File: src/hw/rtl/mlr_pkg.sv
// mlr_pkg: shared widths, types and command/status structs for the
// midpoint line rasterizer. No dependencies.
`timescale 1ns / 1ps

package mlr_pkg;

  localparam int COORD_BITS = 6;
  localparam int DEC_BITS   = COORD_BITS + 4;

  typedef logic [COORD_BITS-1:0]       coord_t;
  typedef logic signed [DEC_BITS-1:0]  dec_t;

  typedef struct packed {
    logic load;
    logic step;
  } mlr_cmd_t;

  typedef struct packed {
    logic last;
  } mlr_sts_t;

  function automatic dec_t to_dec(input coord_t v);
    to_dec = dec_t'({{(DEC_BITS-COORD_BITS){1'b0}}, v});
  endfunction

endpackage

File: src/hw/rtl/mlr_if.sv
// Valid/ready channel interfaces: segment input and pixel output.
// Depends on mlr_pkg.
`timescale 1ns / 1ps

interface mlr_seg_if;
  logic            valid;
  logic            ready;
  mlr_pkg::coord_t start_x;
  mlr_pkg::coord_t start_y;
  mlr_pkg::coord_t end_x;
  mlr_pkg::coord_t end_y;

  modport source (output valid, output start_x, output start_y, output end_x,
                  output end_y, input ready);
  modport sink   (input valid, input start_x, input start_y, input end_x,
                  input end_y, output ready);
endinterface

interface mlr_pix_if;
  logic            valid;
  logic            ready;
  mlr_pkg::coord_t pixel_x;
  mlr_pkg::coord_t pixel_y;
  logic            last_pixel;

  modport source (output valid, output pixel_x, output pixel_y, output last_pixel,
                  input ready);
  modport sink   (input valid, input pixel_x, input pixel_y, input last_pixel,
                  output ready);
endinterface

File: src/hw/rtl/midpoint_line_rasterizer.sv
// midpoint_line_rasterizer: top level, joins mlr_ctrl and mlr_datapath.
// Depends on mlr_pkg, mlr_seg_if, mlr_pix_if.
`timescale 1ns / 1ps
//
// Usage:
//   in_seg  (sink)  : one segment per transaction, endpoints start/end.
//   out_pix (source): one pixel per transaction, last_pixel on the final one.
//   The endpoints are ordered by x; pixels come out with x never decreasing.
// The first pixel is valid in the cycle after the segment transaction.
// Throughput: one pixel per cycle while out_pix is ready; a segment with
//   major-axis length N yields N+1 pixels, and a new segment is taken only
//   in the idle state, once the last pixel of the previous one is taken.
// in_seg.ready is high only while no segment is in flight; it rises in the
//   cycle after the last pixel is taken.
// Reset (synchronous, rst_n low) returns the sequencer to idle and clears the
//   walk registers; no pixel is valid afterward.
// A stall on out_pix holds the current pixel and freezes the walk.

module midpoint_line_rasterizer (
  input  logic    clk,
  input  logic    rst_n,
  mlr_seg_if.sink   in_seg,
  mlr_pix_if.source out_pix
);

  mlr_pkg::mlr_cmd_t cmd;
  mlr_pkg::mlr_sts_t sts;

  mlr_ctrl u_ctrl (
    .clk      (clk),
    .rst_n    (rst_n),
    .in_valid (in_seg.valid),
    .in_ready (in_seg.ready),
    .out_valid(out_pix.valid),
    .out_ready(out_pix.ready),
    .sts      (sts),
    .cmd      (cmd)
  );

  mlr_datapath u_dp (
    .clk    (clk),
    .rst_n  (rst_n),
    .cmd    (cmd),
    .start_x(in_seg.start_x),
    .start_y(in_seg.start_y),
    .end_x  (in_seg.end_x),
    .end_y  (in_seg.end_y),
    .sts    (sts),
    .pixel_x(out_pix.pixel_x),
    .pixel_y(out_pix.pixel_y)
  );

  assign out_pix.last_pixel = sts.last;

endmodule

File: src/hw/rtl/mlr_ctrl.sv
// mlr_ctrl: sequencer for the rasterizer; loads a segment, then steps
// once per pixel transaction before the last. Depends on mlr_pkg.
`timescale 1ns / 1ps

module mlr_ctrl (
  input  logic              clk,
  input  logic              rst_n,
  input  logic              in_valid,
  output logic              in_ready,
  output logic              out_valid,
  input  logic              out_ready,
  input  mlr_pkg::mlr_sts_t sts,
  output mlr_pkg::mlr_cmd_t cmd
);

  typedef enum logic [1:0] {
    S_IDLE = 2'b01,
    S_RUN  = 2'b10
  } state_t;

  state_t state_r, state_nxt;
  logic   out_xfer;

  assign in_ready  = (state_r == S_IDLE);
  assign out_valid = (state_r == S_RUN);
  assign out_xfer  = out_valid && out_ready;
  assign cmd.load  = in_valid && in_ready;
  assign cmd.step  = out_xfer && !sts.last;

  always_comb begin
    state_nxt = state_r;
    unique case (state_r)
      S_IDLE: begin
        if (in_valid) state_nxt = S_RUN;
      end
      S_RUN: begin
        if (out_xfer && sts.last) state_nxt = S_IDLE;
      end
      default: state_nxt = S_IDLE;
    endcase
  end

  always_ff @(posedge clk) begin
    if (!rst_n) begin
      state_r <= S_IDLE;
    end else begin
      state_r <= state_nxt;
    end
  end

endmodule

File: src/hw/rtl/mlr_datapath.sv
// mlr_datapath: endpoint ordering, slope classification and the midpoint
// decision walk. Depends on mlr_pkg.
`timescale 1ns / 1ps

module mlr_datapath (
  input  logic              clk,
  input  logic              rst_n,
  input  mlr_pkg::mlr_cmd_t cmd,
  input  mlr_pkg::coord_t   start_x,
  input  mlr_pkg::coord_t   start_y,
  input  mlr_pkg::coord_t   end_x,
  input  mlr_pkg::coord_t   end_y,
  output mlr_pkg::mlr_sts_t sts,
  output mlr_pkg::coord_t   pixel_x,
  output mlr_pkg::coord_t   pixel_y
);

  mlr_pkg::coord_t cur_x_r, cur_x_nxt, cur_y_r, cur_y_nxt;
  mlr_pkg::coord_t stop_r, stop_nxt;
  mlr_pkg::dec_t   dec_r, dec_nxt, keep_r, keep_nxt, move_r, move_nxt;
  logic            down_r, down_nxt, steep_r, steep_nxt;

  mlr_pkg::coord_t x0, y0, x1, y1, adx, ady, major, minor;
  mlr_pkg::dec_t   major_d, minor_d;
  logic            swap, tie_ld, tie, move;

  always_comb begin
    swap     = end_x < start_x;
    x0       = swap ? end_x : start_x;
    y0       = swap ? end_y : start_y;
    x1       = swap ? start_x : end_x;
    y1       = swap ? start_y : end_y;
    adx      = x1 - x0;
    down_nxt = y1 < y0;
    ady      = down_nxt ? (y0 - y1) : (y1 - y0);
    steep_nxt = ady > adx;
    major    = steep_nxt ? ady : adx;
    minor    = steep_nxt ? adx : ady;
    major_d  = mlr_pkg::to_dec(major);
    minor_d  = mlr_pkg::to_dec(minor);
    tie_ld   = !steep_nxt && down_nxt;
    stop_nxt = steep_nxt ? y1 : x1;
    if (tie_ld) begin
      dec_nxt  = (minor_d <<< 1) - major_d;
      keep_nxt = minor_d <<< 1;
      move_nxt = (minor_d <<< 1) - (major_d <<< 1);
    end else begin
      dec_nxt  = major_d - (minor_d <<< 1);
      keep_nxt = -(minor_d <<< 1);
      move_nxt = (major_d <<< 1) - (minor_d <<< 1);
    end
  end

  // step logic
  assign tie  = !steep_r && down_r;
  assign move = tie ? (dec_r >= 0) : (dec_r < 0);

  always_comb begin
    cur_x_nxt = cur_x_r;
    cur_y_nxt = cur_y_r;
    if (steep_r) begin
      cur_y_nxt = down_r ? cur_y_r - 1'b1 : cur_y_r + 1'b1;
      if (move) cur_x_nxt = cur_x_r + 1'b1;
    end else begin
      cur_x_nxt = cur_x_r + 1'b1;
      if (move) cur_y_nxt = down_r ? cur_y_r - 1'b1 : cur_y_r + 1'b1;
    end
  end

  always_ff @(posedge clk) begin
    if (!rst_n) begin
      cur_x_r <= '0;
      cur_y_r <= '0;
      stop_r  <= '0;
      dec_r   <= '0;
      keep_r  <= '0;
      move_r  <= '0;
      down_r  <= 1'b0;
      steep_r <= 1'b0;
    end else if (cmd.load) begin
      cur_x_r <= x0;
      cur_y_r <= y0;
      stop_r  <= stop_nxt;
      dec_r   <= dec_nxt;
      keep_r  <= keep_nxt;
      move_r  <= move_nxt;
      down_r  <= down_nxt;
      steep_r <= steep_nxt;
    end else if (cmd.step) begin
      cur_x_r <= cur_x_nxt;
      cur_y_r <= cur_y_nxt;
      dec_r   <= dec_r + (move ? move_r : keep_r);
    end
  end

  assign sts.last = steep_r ? (cur_y_r == stop_r) : (cur_x_r == stop_r);
  assign pixel_x  = cur_x_r;
  assign pixel_y  = cur_y_r;

endmodule

File: src/flat_wrapper.sv
// flat-port wrapper written by rule: the top's interface ports become plain ports
module midpoint_line_rasterizer_flat 
  (clk, rst_n, in_seg_valid, in_seg_start_x, in_seg_start_y, in_seg_end_x, in_seg_end_y, in_seg_ready, out_pix_valid, out_pix_pixel_x, out_pix_pixel_y, out_pix_last_pixel, out_pix_ready);
  mlr_seg_if in_seg_i ();
  mlr_pix_if out_pix_i ();
  input  logic clk;
  input  logic rst_n;
  input wire logic [$bits(in_seg_i.valid)-1:0] in_seg_valid;
  input wire logic [$bits(in_seg_i.start_x)-1:0] in_seg_start_x;
  input wire logic [$bits(in_seg_i.start_y)-1:0] in_seg_start_y;
  input wire logic [$bits(in_seg_i.end_x)-1:0] in_seg_end_x;
  input wire logic [$bits(in_seg_i.end_y)-1:0] in_seg_end_y;
  output wire logic [$bits(in_seg_i.ready)-1:0] in_seg_ready;
  output wire logic [$bits(out_pix_i.valid)-1:0] out_pix_valid;
  output wire logic [$bits(out_pix_i.pixel_x)-1:0] out_pix_pixel_x;
  output wire logic [$bits(out_pix_i.pixel_y)-1:0] out_pix_pixel_y;
  output wire logic [$bits(out_pix_i.last_pixel)-1:0] out_pix_last_pixel;
  input wire logic [$bits(out_pix_i.ready)-1:0] out_pix_ready;
  assign in_seg_i.valid = in_seg_valid;
  assign in_seg_i.start_x = in_seg_start_x;
  assign in_seg_i.start_y = in_seg_start_y;
  assign in_seg_i.end_x = in_seg_end_x;
  assign in_seg_i.end_y = in_seg_end_y;
  assign in_seg_ready = in_seg_i.ready;
  assign out_pix_valid = out_pix_i.valid;
  assign out_pix_pixel_x = out_pix_i.pixel_x;
  assign out_pix_pixel_y = out_pix_i.pixel_y;
  assign out_pix_last_pixel = out_pix_i.last_pixel;
  assign out_pix_i.ready = out_pix_ready;
  midpoint_line_rasterizer u_core (.clk(clk), .rst_n(rst_n), .in_seg(in_seg_i), .out_pix(out_pix_i));
endmodule
File: config.mk
export PLATFORM = sky130hd
export DESIGN_NAME = midpoint_line_rasterizer_flat
export DESIGN_NICKNAME = d
export VERILOG_FILES = /design/src/hw/rtl/mlr_pkg.sv /design/src/hw/rtl/mlr_if.sv /design/src/hw/rtl/midpoint_line_rasterizer.sv /design/src/hw/rtl/mlr_ctrl.sv /design/src/hw/rtl/mlr_datapath.sv /design/src/flat_wrapper.sv
export SDC_FILE = /design/constraint.sdc
export NUM_CORES = 1
export LEC_CHECK = 0
export BUFFER_PORTS_ARGS = -buffer_cell sky130_fd_sc_hd__buf_2
export CORE_ASPECT_RATIO = 0.6
export CORE_UTILIZATION = 53
export CTS_CLUSTER_DIAMETER = 120
export CTS_CLUSTER_SIZE = 24
export DETAILED_ROUTE_END_ITERATION = 12
export HOLD_SLACK_MARGIN = 0.06
export PLACE_DENSITY = 0.8
export SYNTH_ARGS = -nofsm -noshare
export SYNTH_HDL_FRONTEND = slang
export SYNTH_SLANG_ARGS = --single-unit
File: constraint.sdc
create_clock -name clk -period 19.3 [get_ports clk]
set_input_delay 0.965 -clock clk [delete_from_list [all_inputs] [get_ports clk]]
set_output_delay 0.965 -clock clk [all_outputs]
set_load 0.03 [all_outputs]
**Word-level counts from Yosys, hierarchy flattened**

Index checks and enable logic that the tools add are counted.

- Register bits: 52
- Bits in latches: 0
- Bits in writable memories: 0
- Bits in read-only memories: 0
- Input bits: 28
- Output and inout port bits: 15
- Logic and storage cells: 75
- Memories: 0

- $add $sub $neg: 12
- Multipliers: 0
- Divide/modulo/power cells: 0
- $lt $le $gt $ge: 5
- Equal/unequal tests: 7
- Shifts and indexed selects: 0
- Multiplexer cells: 28
- Bitwise gates (word level): 0
- Reductions and logical operators: 14

Operators by type and width:

| kind | count |
|---|---|
| two-way mux 6 bit | 17 |
| two-way mux 10 bit | 6 |
| subtractor 6 bit | 3 |
| subtractor 7 x 7 -> 8 bit | 2 |
| adder 6 x 1 -> 6 bit (second input constant) | 2 |
| == test 6 bit | 2 |
| < comparator 6 bit | 2 |
| adder 10 bit | 1 |
| greater-or-equal comparator 10 x 1 -> 1 bit (second input constant) | 1 |
| < comparator 10 x 1 -> 1 bit (second input constant) | 1 |
| negator 7 -> 10 bit | 1 |
| subtractor 6 x 7 -> 8 bit | 1 |
| subtractor 7 x 6 -> 8 bit | 1 |
| greater-than comparator 6 bit | 1 |
| logical AND 1 bit | 6 |
| AND reduction 2 bit | 3 |
| subtractor 6 x 1 -> 6 bit (second input constant) | 1 |
| two-way mux 2 bit | 2 |
| one-hot mux 2 bit (2 select lines) | 1 |
| logical NOT 1 bit | 3 |
| inequality test 3 x 1 -> 1 bit (second input constant) | 1 |
| nonzero test 3 bit | 1 |
| == test 2 x 1 -> 1 bit (second input constant) | 1 |
| == test 2 bit (second input constant) | 1 |
| 4 further kinds | 5 |

**Longest topological paths before layout**

Gate-level depths: netlist of run 1.

- Depth in word-level cells: 9
- Mapped depth: 40
- Mapped depth without buffers: 33

**By module**

A second synthesis of run 1 with hierarchy kept.

- Cells, all modules: 796
- Area total of the unflattened synthesis: 5,799.3 sq um

Modules (own cells, without submodules):

| module | times used | cells each | area each (sq um) | sequential area each (sq um) |
|---|---|---|---|---|
| mlr_datapath | 1 | 787 | 5,706.7 | 900.9 |
| mlr_ctrl | 1 | 9 | 92.6 | 40.0 |

**Worst setup path before layout of run 1**

No wires, ideal clock.

- Path kind: input to register
- Start: input in_seg_start_x[3]
- End: register u_core.u_dp.dec_r[4]
- Setup time: 0.070 ns
- Arrival time: 8.480 ns
- Data required time: 19.230 ns
- Slack: 10.750 ns
- Stages: 37
- Buffers on the path: 9
- Path through: inv_1 -> ha_1 -> buf_6 -> a21o_1 -> and2_4 -> buf_6 -> nor3_4 -> buf_6 -> clkbuf_1 -> clkbuf_1 -> nand2_1 -> nor2_1 -> a21oi_1 -> ha_1 -> o31ai_1 -> and2_1 -> or4_4 -> nand3_4 -> mux2_4 -> xnor2_4 -> inv_4 -> ha_1 -> and2_1 -> and3_1 -> a31oi_1 -> o31a_1 -> clkbuf_1 -> clkbuf_1 -> clkbuf_1 -> buf_2 -> a21boi_0 -> ha_1 -> a221o_1 -> a31oi_4 -> mux2i_1 -> or4_1 -> a21oi_1

- Longest elaborated chain between the ends: 9
- Elaborated cells on any way between the ends: 19
- Classes of those cells: add/sub (5); order compare (3); mux (9); reduce/logical (2)

RTL lines:

| item | RTL line | RTL |
|---|---|---|
| start, declared | flat_wrapper.sv:9 | `input wire logic [$bits(in_seg_i.start_x)-1:0] in_seg_start_x;` |
| < comparator 6 bit | mlr_datapath.sv:28 | `swap = end_x < start_x;` |
| two-way mux 6 bit, on equally long branches | mlr_datapath.sv:32, mlr_datapath.sv:30 |  |
| subtractor 6 bit or < comparator 6 bit (tied branches) | mlr_datapath.sv:35, mlr_datapath.sv:34 |  |
| two-way mux 6 bit | mlr_datapath.sv:35 | `ady = down_nxt ? (y0 - y1) : (y1 - y0);` |
| greater-than comparator 6 bit | mlr_datapath.sv:36 | `steep_nxt = ady > adx;` |
| two-way mux 6 bit (tied with other cells) | mlr_datapath.sv:37 | `major = steep_nxt ? ady : adx;` |
| subtractor 6 x 7 -> 8 bit (tied with other cells) | mlr_datapath.sv:48 | `dec_nxt = major_d - (minor_d <<< 1);` |
| two-way mux 10 bit (*) | mlr_datapath.sv:43 | `if (tie_ld) begin` |
| two-way mux 10 bit (*) | mlr_datapath.sv:80 | `end else if (cmd.load) begin` |
| end signal, assigned | mlr_datapath.sv:84 | `dec_r <= dec_nxt;` |
| end signal, assigned | mlr_datapath.sv:92 | `dec_r <= dec_r + (move ? move_r : keep_r);` |
| end, declared | mlr_datapath.sv:20 | `mlr_pkg::dec_t dec_r, dec_nxt, keep_r, keep_nxt, move_r, move_nxt;` |

Every way passes the cells marked *; elsewhere a longest branch is shown, timed or not.
A chain may end at the register's enable or synchronous reset.

**Worst setup path after layout of run 1**

- Start: input in_seg_start_x[1]
- End: register u_core.u_dp.dec_r[9]

The elaborated chain is that of the path after synthesis.

==> results of run 1 <==
-- through the flow --
step                total power (uW)   util  hold WS, ns  instances
finish                           916  0.586        0.466        919
global route                     978  0.586        0.500        919
CTS                              898  0.586        0.471        919
detailed placement               803  0.571        0.461        911
global placement                 792  0.571        0.453        911
floorplan                        643      -        0.437        766
-- registers in the layout, summed over array words and instances (netlist names) --
register               flops
u_core.u_dp.down_r         1
u_core.u_dp.steep_r        1
u_core.u_dp.pixel_y        6
u_core.u_ctrl.state_r      2
u_core.u_dp.move_r         7
u_core.u_dp.stop_r         6
u_core.u_dp.dec_r          9
u_core.u_dp.keep_r         9
u_core.u_dp.pixel_x        6
-- cell families after synthesis --
group	count (synthesis)
AO/OA/AOI/OAI	237
XOR/XNOR	57
adder cells (fa/ha/maj)	41
buffers and inverters	85
flip-flops	47
multiplexers	34
AND/OR/NAND/NOR	265
-- power breakdown --
part           internal (uW)  switching, uW  total, uW  leakage (uW)
clock network           51.8           40.7       92.6     0.0000731
logic                    258            427        685       0.00223
registers                119           19.0        138      0.000388
total                    429            487        916       0.00269
-- per-layer routing --
layer / part of all wire / vias to the layer above
met4: 0.020 / 0
met1: 0.45 / 2897
met2: 0.43 / 329
met3: 0.096 / 39
li1: - / 2875
met5: 0 / -
-- layout make-up --
cell class / instances / area, um2 / share of cell area
clock inverters: 2 / 16.3 / 0.00262
inverters: 43 / 164 / 0.0264
flip-flops and latches: 47 / 941 / 0.152
clock buffers: 6 / 139 / 0.0224
repair buffers: 48 / 255 / 0.0411
well taps: 139 / 174 / 0.0280
multi-input cells: 634 / 4520 / 0.728
-- synth_stat cells (all sizes together), types with 19 or more instances --
cell type	n	share of area
nor2b	21	0.023
inv	39	0.026
nand2	77	0.050
o21ai	28	0.024
dfxtp	47	0.16
nor2	62	0.040
clkbuf	29	0.019
nand3	19	0.019
mux2i	22	0.040
a21oi	51	0.044
ha	36	0.078
o211ai	20	0.026
xnor2	40	0.065
-- worst max path at each step --
stage	start	to	slack, ns
detailed placement	in_seg_start_x[1]	u_core.u_dp.dec_r[9]	10.02
floorplan	in_seg_start_x[3]	u_core.u_dp.dec_r[4]	10.75
global placement	in_seg_start_x[1]	u_core.u_dp.dec_r[9]	10.52
global route	in_seg_start_x[1]	u_core.u_dp.dec_r[8]	9.46
finish	in_seg_start_x[1]	u_core.u_dp.dec_r[9]	10.01
CTS	in_seg_start_x[1]	u_core.u_dp.dec_r[9]	10.33
-- worst max-delay path: cells and delay by family --
family / cells / cell delay, ns
compound gates: 15 / 4.22
fa+ha+maj: 4 / 1.28
buf+inv: 5 / 0.87
simple gates: 8 / 1.85
xor+xnor: 1 / 0.33
==> flow_summary.yaml, run 1 <==
global_routing:
  overflow: 0
  grt_pass1_wl_um: 29800
  first_global_vias: 5689
  grt_use_met2: 0.509
  use_met1: 0.478
  antenna_found_initial: 1
  grt_max_degree: 55
  use_met3: 0.0739
  busiest_layer: "met2"
  grt_usage: 0.336
timing:
  tns_ns: 0
  period_share: 0.481
  maxSlewHeadroom: 0.313
  worst_pin_slew_ns: 1.02
  rsz0062_at_grt: "no"
  fmax_mhz: 108
  fin_crit_ns: 9.29
  setup_viol: 0
  final-max-slew-violation-count: 0
  final-hold-violation-count: 0
  layout_setup_ws_ns: 10.01
  clock_skew_ns: 0.00534
synthesis:
  ys_warn_count: 0
  synth_top_family_by_area: "compound AO/OA/AOI/OAI gates"
  synth.area.mux_share: 0.0646
  async_flop_share: 0
  syn_area_mm2: 0.00581
  synth_fa_ha_area_frac: 0.0899
  ys_seq_elements: 47
  synth-edff-count: 0
  postSynthAreaPerCell_um2: 7.58
  ys_types: 89
  synth_flop_cell: "dfxtp_1"
  synth_xor_area_frac: 0.0905
  synth_compound_area_frac: 0.299
  syn-num-nets: 832
  synthCells: 766
  synth-simple-area-share: 0.231
  seq_area_frac_synth: 0.162
clock_tree:
  cts_buffers: 5
  clk_pin_slew_ns: 0.07
  cts.sinks: 47
  cts_buffer_depth: 2
  post_cts_buffers: 0
  clk_latency_ns: 0.30
  cts-resized-gates: 0
  root_buffer: "clkbuf_16"
  hold_buffers: 0
  cts_tree: "built"
  htreeDepth: 2
placement:
  placed_area_mm2: 0.00605
  globalplace.congestion: 0.973
  hpwl_um: 14200
  dp_slack_ns: 10.02
  io_buffers: 42
detailed_routing:
  wl_um: 18800
  first_pass_iters: 5
  ant_nets: 0
  vias_per_cell: 6.68
  vias: 6140
  drc: 0
  drtIter0Drc: 680
  wire_per_inst_um: 20.4
setup_path:
  crit_arrival_ns: 9.53
  critPathMaxStageDelay_ns: 0.75
  cpMostUsedCell: "a21oi_1"
  cp_max_fo: 47
  startpoint_type: "input port"
  rr_endpoint: "u_core.u_dp.dec_r[9]"
  timing.rr.start: "u_core.u_dp.steep_r"
  path_class: "in -> reg"
  regToRegSetupSlack_ns: 15.52
  ff2ff_path_depth: 15
  cp_data_required_time_ns: 19.54
  cpMaxStageDelayCell: "o2111ai_1"
  cp-end-kind: "register"
floorplan:
  fp.dieH_um: 83.1
  ioPinCount: 43
  start_util: 0.548
  rows: 29
  core_area_mm2: 0.0106
  die_width_um: 137
  dieArea_mm2: 0.0114
final_layout:
  final_cell_mix: "77 x nand2_1, 62 x nor2_1, 51 x a21oi_1"
  antenna_cells: 0
  layout_commonest_cell: "nand2_1"
  drive_above_1_share: 0.129
  nNetsFinal: 845
  design_area_mm2: 0.00620
  fillers: 999
  area_growth_pct: 6.85
min_path:
  holdPathStages: 2
  hp-start: "u_core.u_dp.keep_r[2]"
  min_to: "u_core.u_dp.keep_r[2]"
  hold_class: "reg -> reg"
power:
  power.density_mw_per_mm2: 148
  peakVddDrop_mv: 0.0898
  static-leakage-power_uw: 0.00269
flow_run:
  cap_violations: 0
run_status:
  outcome: "complete, no violations"
Note: power is estimated with default switching activity, not from simulation.
==> run 2: changes to the inputs <==
PLACE_DENSITY = 0.82   (was 0.8)
clock period = 8.29 ns   (was 19.3 ns; I/O delays follow)
==> run 2 against run 1 <==
Register-to-register slack worse by 11 ns; critical path depth shrank 4; routed wire length shrank 6.5%; total power grew 140%; cell area increased by 1.4%; die area unchanged; sequential power rose by 130%; clock skew grew 0.0046 ns; worst setup slack lost 9.2 ns; critical endpoint is now u_core.u_dp.dec_r[4]; largest cell class unchanged; largest power group unchanged.
==> flow_summary.yaml, run 2 (synthesis gave the netlist of run 1 again) <==
run_status:
  outcome: "complete, no violations"
global_routing:
  antenna_found_initial: 0
  first_global_vias: 5393
  overflow: 0
  grt_pass1_wl_um: 28100
  grt_max_degree: 55
  grt_usage: 0.313
flow_run:
  cap_violations: 0
timing:
  final-hold-violation-count: 0
  tns_ns: 0
  setup_viol: 0
  rsz0062_at_grt: "no"
  worst_pin_slew_ns: 1.12
  maxSlewHeadroom: 0.247
  period_share: 0.900
  fin_crit_ns: 7.46
  clock_skew_ns: 0.00994
  fmax_mhz: 134
  final-max-slew-violation-count: 0
placement:
  hpwl_um: 13200
  numPlacedInstances: 918
  globalplace.congestion: 1.06
  io_buffers: 42
  placed_area_mm2: 0.00610
floorplan:
  die_width_um: 137
  dieArea_mm2: 0.0114
  start_util: 0.548
  rows: 29
  ioPinCount: 43
  core_area_mm2: 0.0106
  fp.dieH_um: 83.1
setup_path:
  crit_family: "compound AO/OA/AOI/OAI gates"
  cpMaxStageDelayCell: "o31ai_4"
  cp_max_fo: 22
  critPathBufInv: 3
  crit_arrival_ns: 7.67
  critPathMaxStageDelay_ns: 0.78
  path_class: "in -> reg"
  cp-end-kind: "register"
  startpoint_type: "input port"
  cp_data_required_time_ns: 8.50
clock_tree:
  root_buffer: "clkbuf_16"
  clk_latency_ns: 0.29
  cts.sinks: 47
  hold_buffers: 0
  cts-resized-gates: 0
  htreeDepth: 2
  cts_buffers: 5
  cts_tree: "built"
  post_cts_buffers: 0
  cts_buffer_depth: 2
  clk_pin_slew_ns: 0.06
final_layout:
  reg_top3: "u_core.u_dp.dec_r x9, u_core.u_dp.keep_r x9, u_core.u_dp.move_r x7"
  final_cell_mix: "77 x nand2_1, 62 x nor2_1, 51 x a21oi_1"
  drive_above_1_share: 0.136
  area_growth_pct: 8.34
  layout_commonest_cell: "nand2_1"
  antenna_cells: 0
  final_cell_count_no_fill: 926
  nNetsFinal: 852
  design_area_mm2: 0.00629
detailed_routing:
  vias_per_cell: 6.57
  drc: 0
  ant_nets: 0
  top_layer: "met4"
  drtIter0Drc: 710
  first_pass_iters: 5
  wl_met2_um: 7010
  vias: 6080
  m1WireLength_um: 8430
  wire_per_inst_um: 18.9
  routed-wl-met3_um: 1830
  wl_um: 17500
power:
  power.density_mw_per_mm2: 347
  static-leakage-power_uw: 0.00274
  peakVddDrop_mv: 0.242
min_path:
  hold_class: "reg -> reg"
==> run 2: metal layers <==
layer	global-route usage	vias up
met1	0.485	2822
met4	0.0539	0
met5	0	-
met3	0.0556	26
met2	0.447	352
li1	-	2880
==> run 2: final timing paths <==
kind | startpoint | cells after the start | end | slack, ns
setup / recovery | in_seg_start_x[1] | 29 | u_core.u_dp.dec_r[4] | 0.83
hold / removal | u_core.u_dp.keep_r[1] | 2 | u_core.u_dp.keep_r[1] | 0.47
setup reg to reg | u_core.u_dp.steep_r | 15 | u_core.u_dp.dec_r[9] | 4.25
hold reg to reg | u_core.u_dp.keep_r[1] | 2 | u_core.u_dp.keep_r[1] | 0.47
==> run 2: worst register-to-register path, stage by stage, from the launching register on <==
cell and delay [ns]:
dfxtp_1 0.61, nor2_1 0.14, xnor2_1 0.46, buf_4 0.28, mux2_2 0.35, ha_1 0.21, fa_1 0.41, a21o_1 0.19
a21oi_1 0.22, o21bai_1 0.11, a21oi_1 0.23, o21bai_1 0.10, a21oi_1 0.18, xnor2_1 0.14, nor2_1 0.06, o221a_2 0.23
==> run 2: through the flow <==
step | power [uW] | hold slack [ns] | worst slack [ns] | util
after global routing | 2330 | 0.507 | 0.339 | 0.594
final | 2190 | 0.475 | 0.829 | 0.594
after global placement | 1850 | 0.455 | 0.827 | 0.576
after detailed placement | 1870 | 0.465 | 0.798 | 0.576
after CTS | 2140 | 0.473 | 1.06 | 0.594
after floorplan | 1500 | 0.437 | 0.291 | -
==> run 2: cell type report <==
class | count | area (um2)
Inverter | 43 | 164
Timing Repair Buffer | 55 | 308
Clock inverter | 2 | 60.1
Fill cell | 953 | 4300
Sequential cell | 47 | 941
Multi-Input combinational cell | 634 | 4520
Clock buffer | 6 | 129
Tap cell | 139 | 174
==> run 2: report_power, final <==
| part | total, uW | switching (uW) | internal (uW) |
|---|---|---|---|
| sequential | 319 | 40.9 | 278 |
| clock | 260 | 86.8 | 173 |
| combinational | 1610 | 992 | 615 |
| total | 2190 | 1120 | 1070 |
==> run 3: changes to the inputs <==
CORE_MARGIN = 3   (was unset)
REMOVE_ABC_BUFFERS = 1   (was unset)
==> run 3 against run 2 <==
Via count grew 1.3%; sequential share of layout area is essentially flat; highest routed layer unchanged; routed wire length grew 11%; critical endpoint is now u_core.u_dp.dec_r[7]; global-route usage is essentially flat; combinational power grew 5%; sequential power is essentially flat; largest power group unchanged; non-clock buffer count grew 3; count of clock-buffer cells in the layout is the same; utilization grew 2.1 points.
==> flow_summary.yaml, run 3 (synthesis gave the netlist of run 1 again) <==
final_layout:
  antenna_cells: 0
  final_cell_mix: "77 x nand2_1, 62 x nor2_1, 51 x a21oi_1"
  reg_top3: "u_core.u_dp.dec_r x9, u_core.u_dp.keep_r x9, u_core.u_dp.move_r x7"
  area_growth_pct: 8.64
  drive_above_1_share: 0.139
  design_area_mm2: 0.00631
  layout_commonest_cell: "nand2_1"
  nNetsFinal: 855
timing:
  clock_skew_ns: 0.00433
  setup_viol: 0
  period_share: 0.909
  tns_ns: 0
  rsz0062_at_grt: "no"
  final-hold-violation-count: 0
  maxSlewHeadroom: 0.307
  fmax_mhz: 133
  final-max-slew-violation-count: 0
  fin_crit_ns: 7.54
  worst_pin_slew_ns: 1.04
placement:
  placed_area_mm2: 0.00612
  io_buffers: 42
  globalplace.congestion: 0.996
  hpwl_um: 15000
global_routing:
  first_global_vias: 5541
  antenna_found_initial: 0
  overflow: 0
  grt_pass1_wl_um: 30700
  grt_max_degree: 55
  grt_usage: 0.313
detailed_routing:
  first_pass_iters: 5
  vias_per_cell: 6.66
  wl_um: 19400
  drc: 0
  drtIter0Drc: 726
  wire_per_inst_um: 21.0
  vias: 6162
  ant_nets: 0
setup_path:
  rr_endpoint: "u_core.u_dp.dec_r[9]"
  cp-end-kind: "register"
  timing.rr.start: "u_core.u_dp.down_r"
  ff2ff_path_depth: 16
  regToRegSetupSlack_ns: 4.48
  cp_data_required_time_ns: 8.52
  cp_max_fo: 11
  cpMostUsedCell: "ha_1"
  cpMaxStageDelayCell: "o2111ai_1"
  critPathMaxStageDelay_ns: 0.72
  crit_arrival_ns: 7.77
  startpoint_type: "input port"
  path_class: "in -> reg"
run_status:
  outcome: "complete, no violations"
floorplan:
  ioPinCount: 43
  core_area_mm2: 0.0103
  dieArea_mm2: 0.0123
  rows: 28
  fp.dieH_um: 87.1
  start_util: 0.566
  die_width_um: 141
min_path:
  min_to: "u_core.u_dp.keep_r[8]"
  hp-start: "u_core.u_dp.keep_r[8]"
  holdPathStages: 2
  hold_class: "reg -> reg"
clock_tree:
  cts_buffer_depth: 2
  cts-resized-gates: 0
  cts_tree: "built"
  clk_pin_slew_ns: 0.06
  root_buffer: "clkbuf_16"
  cts.sinks: 47
  cts_buffers: 5
  hold_buffers: 0
  clk_latency_ns: 0.29
  htreeDepth: 2
  post_cts_buffers: 0
power:
  power.density_mw_per_mm2: 359
  peakVddDrop_mv: 0.264
  static-leakage-power_uw: 0.00276
flow_run:
  cap_violations: 0
run 3: worst max path at each step:
stage / start / endpoint / slack, ns / cells past startpoint
after floorplan: in_seg_start_x[1] / u_core.u_dp.dec_r[4] / -0.50 / 26
after global placement: in_seg_start_x[1] / u_core.u_dp.dec_r[4] / 0.86 / 27
after detailed placement: in_seg_start_x[1] / u_core.u_dp.dec_r[7] / 0.61 / 31
after CTS: in_seg_start_x[1] / u_core.u_dp.dec_r[7] / 0.88 / 31
after global routing: in_seg_start_x[1] / u_core.u_dp.dec_r[7] / 0.26 / 31
final: in_seg_start_x[1] / u_core.u_dp.dec_r[7] / 0.75 / 31
run 3: report_power, final:
| group | leakage, uW | total [uW] | internal, uW | switching [uW] |
|---|---|---|---|---|
| Clock | 0.0000911 | 256 | 173 | 83.2 |
| Combinational | 0.00228 | 1690 | 630 | 1060 |
| Sequential | 0.000388 | 322 | 278 | 43.5 |
run 3: layout make-up:
class,instances,area (um2)
Clock buffer,6,129
Inverter,43,164
Fill cell,932,3960
Sequential cell,47,941
Timing Repair Buffer,58,330
Tap cell,135,169
Multi-Input combinational cell,634,4520
Clock inverter,2,60.1
run 3: critical path: cells and delay by family:
| kind | cells | cell delay, ns |
|---|---|---|
| AOI/OAI and AO/OA | 13 | 3.31 |
| muxes | 1 | 0.35 |
| and+or+nand+nor | 8 | 1.68 |
| xor gates and xnor gates | 1 | 0.34 |
| buffers and inverters | 4 | 0.46 |
| adders and majority gates | 4 | 1.21 |
run 3: per-stage QoR:
stage	total power, uW	hold WS (ns)	setup WS (ns)	util	cells
after floorplan	1470	0.437	-0.504	-	724
after global placement	1930	0.450	0.856	0.596	917
after detailed placement	1940	0.458	0.614	0.596	917
after CTS	2210	0.466	0.885	0.615	925
after global routing	2430	0.491	0.263	0.615	925
final	2270	0.462	0.751	0.615	925
run 3: metal layers:
layer,vias up,GRT usage,routed length (um)
met5,-,0,0
met4,0,0.0528,208
met3,29,0.0872,2560
met2,378,0.433,7530
met1,2865,0.482,9120
li1,2890,-,-
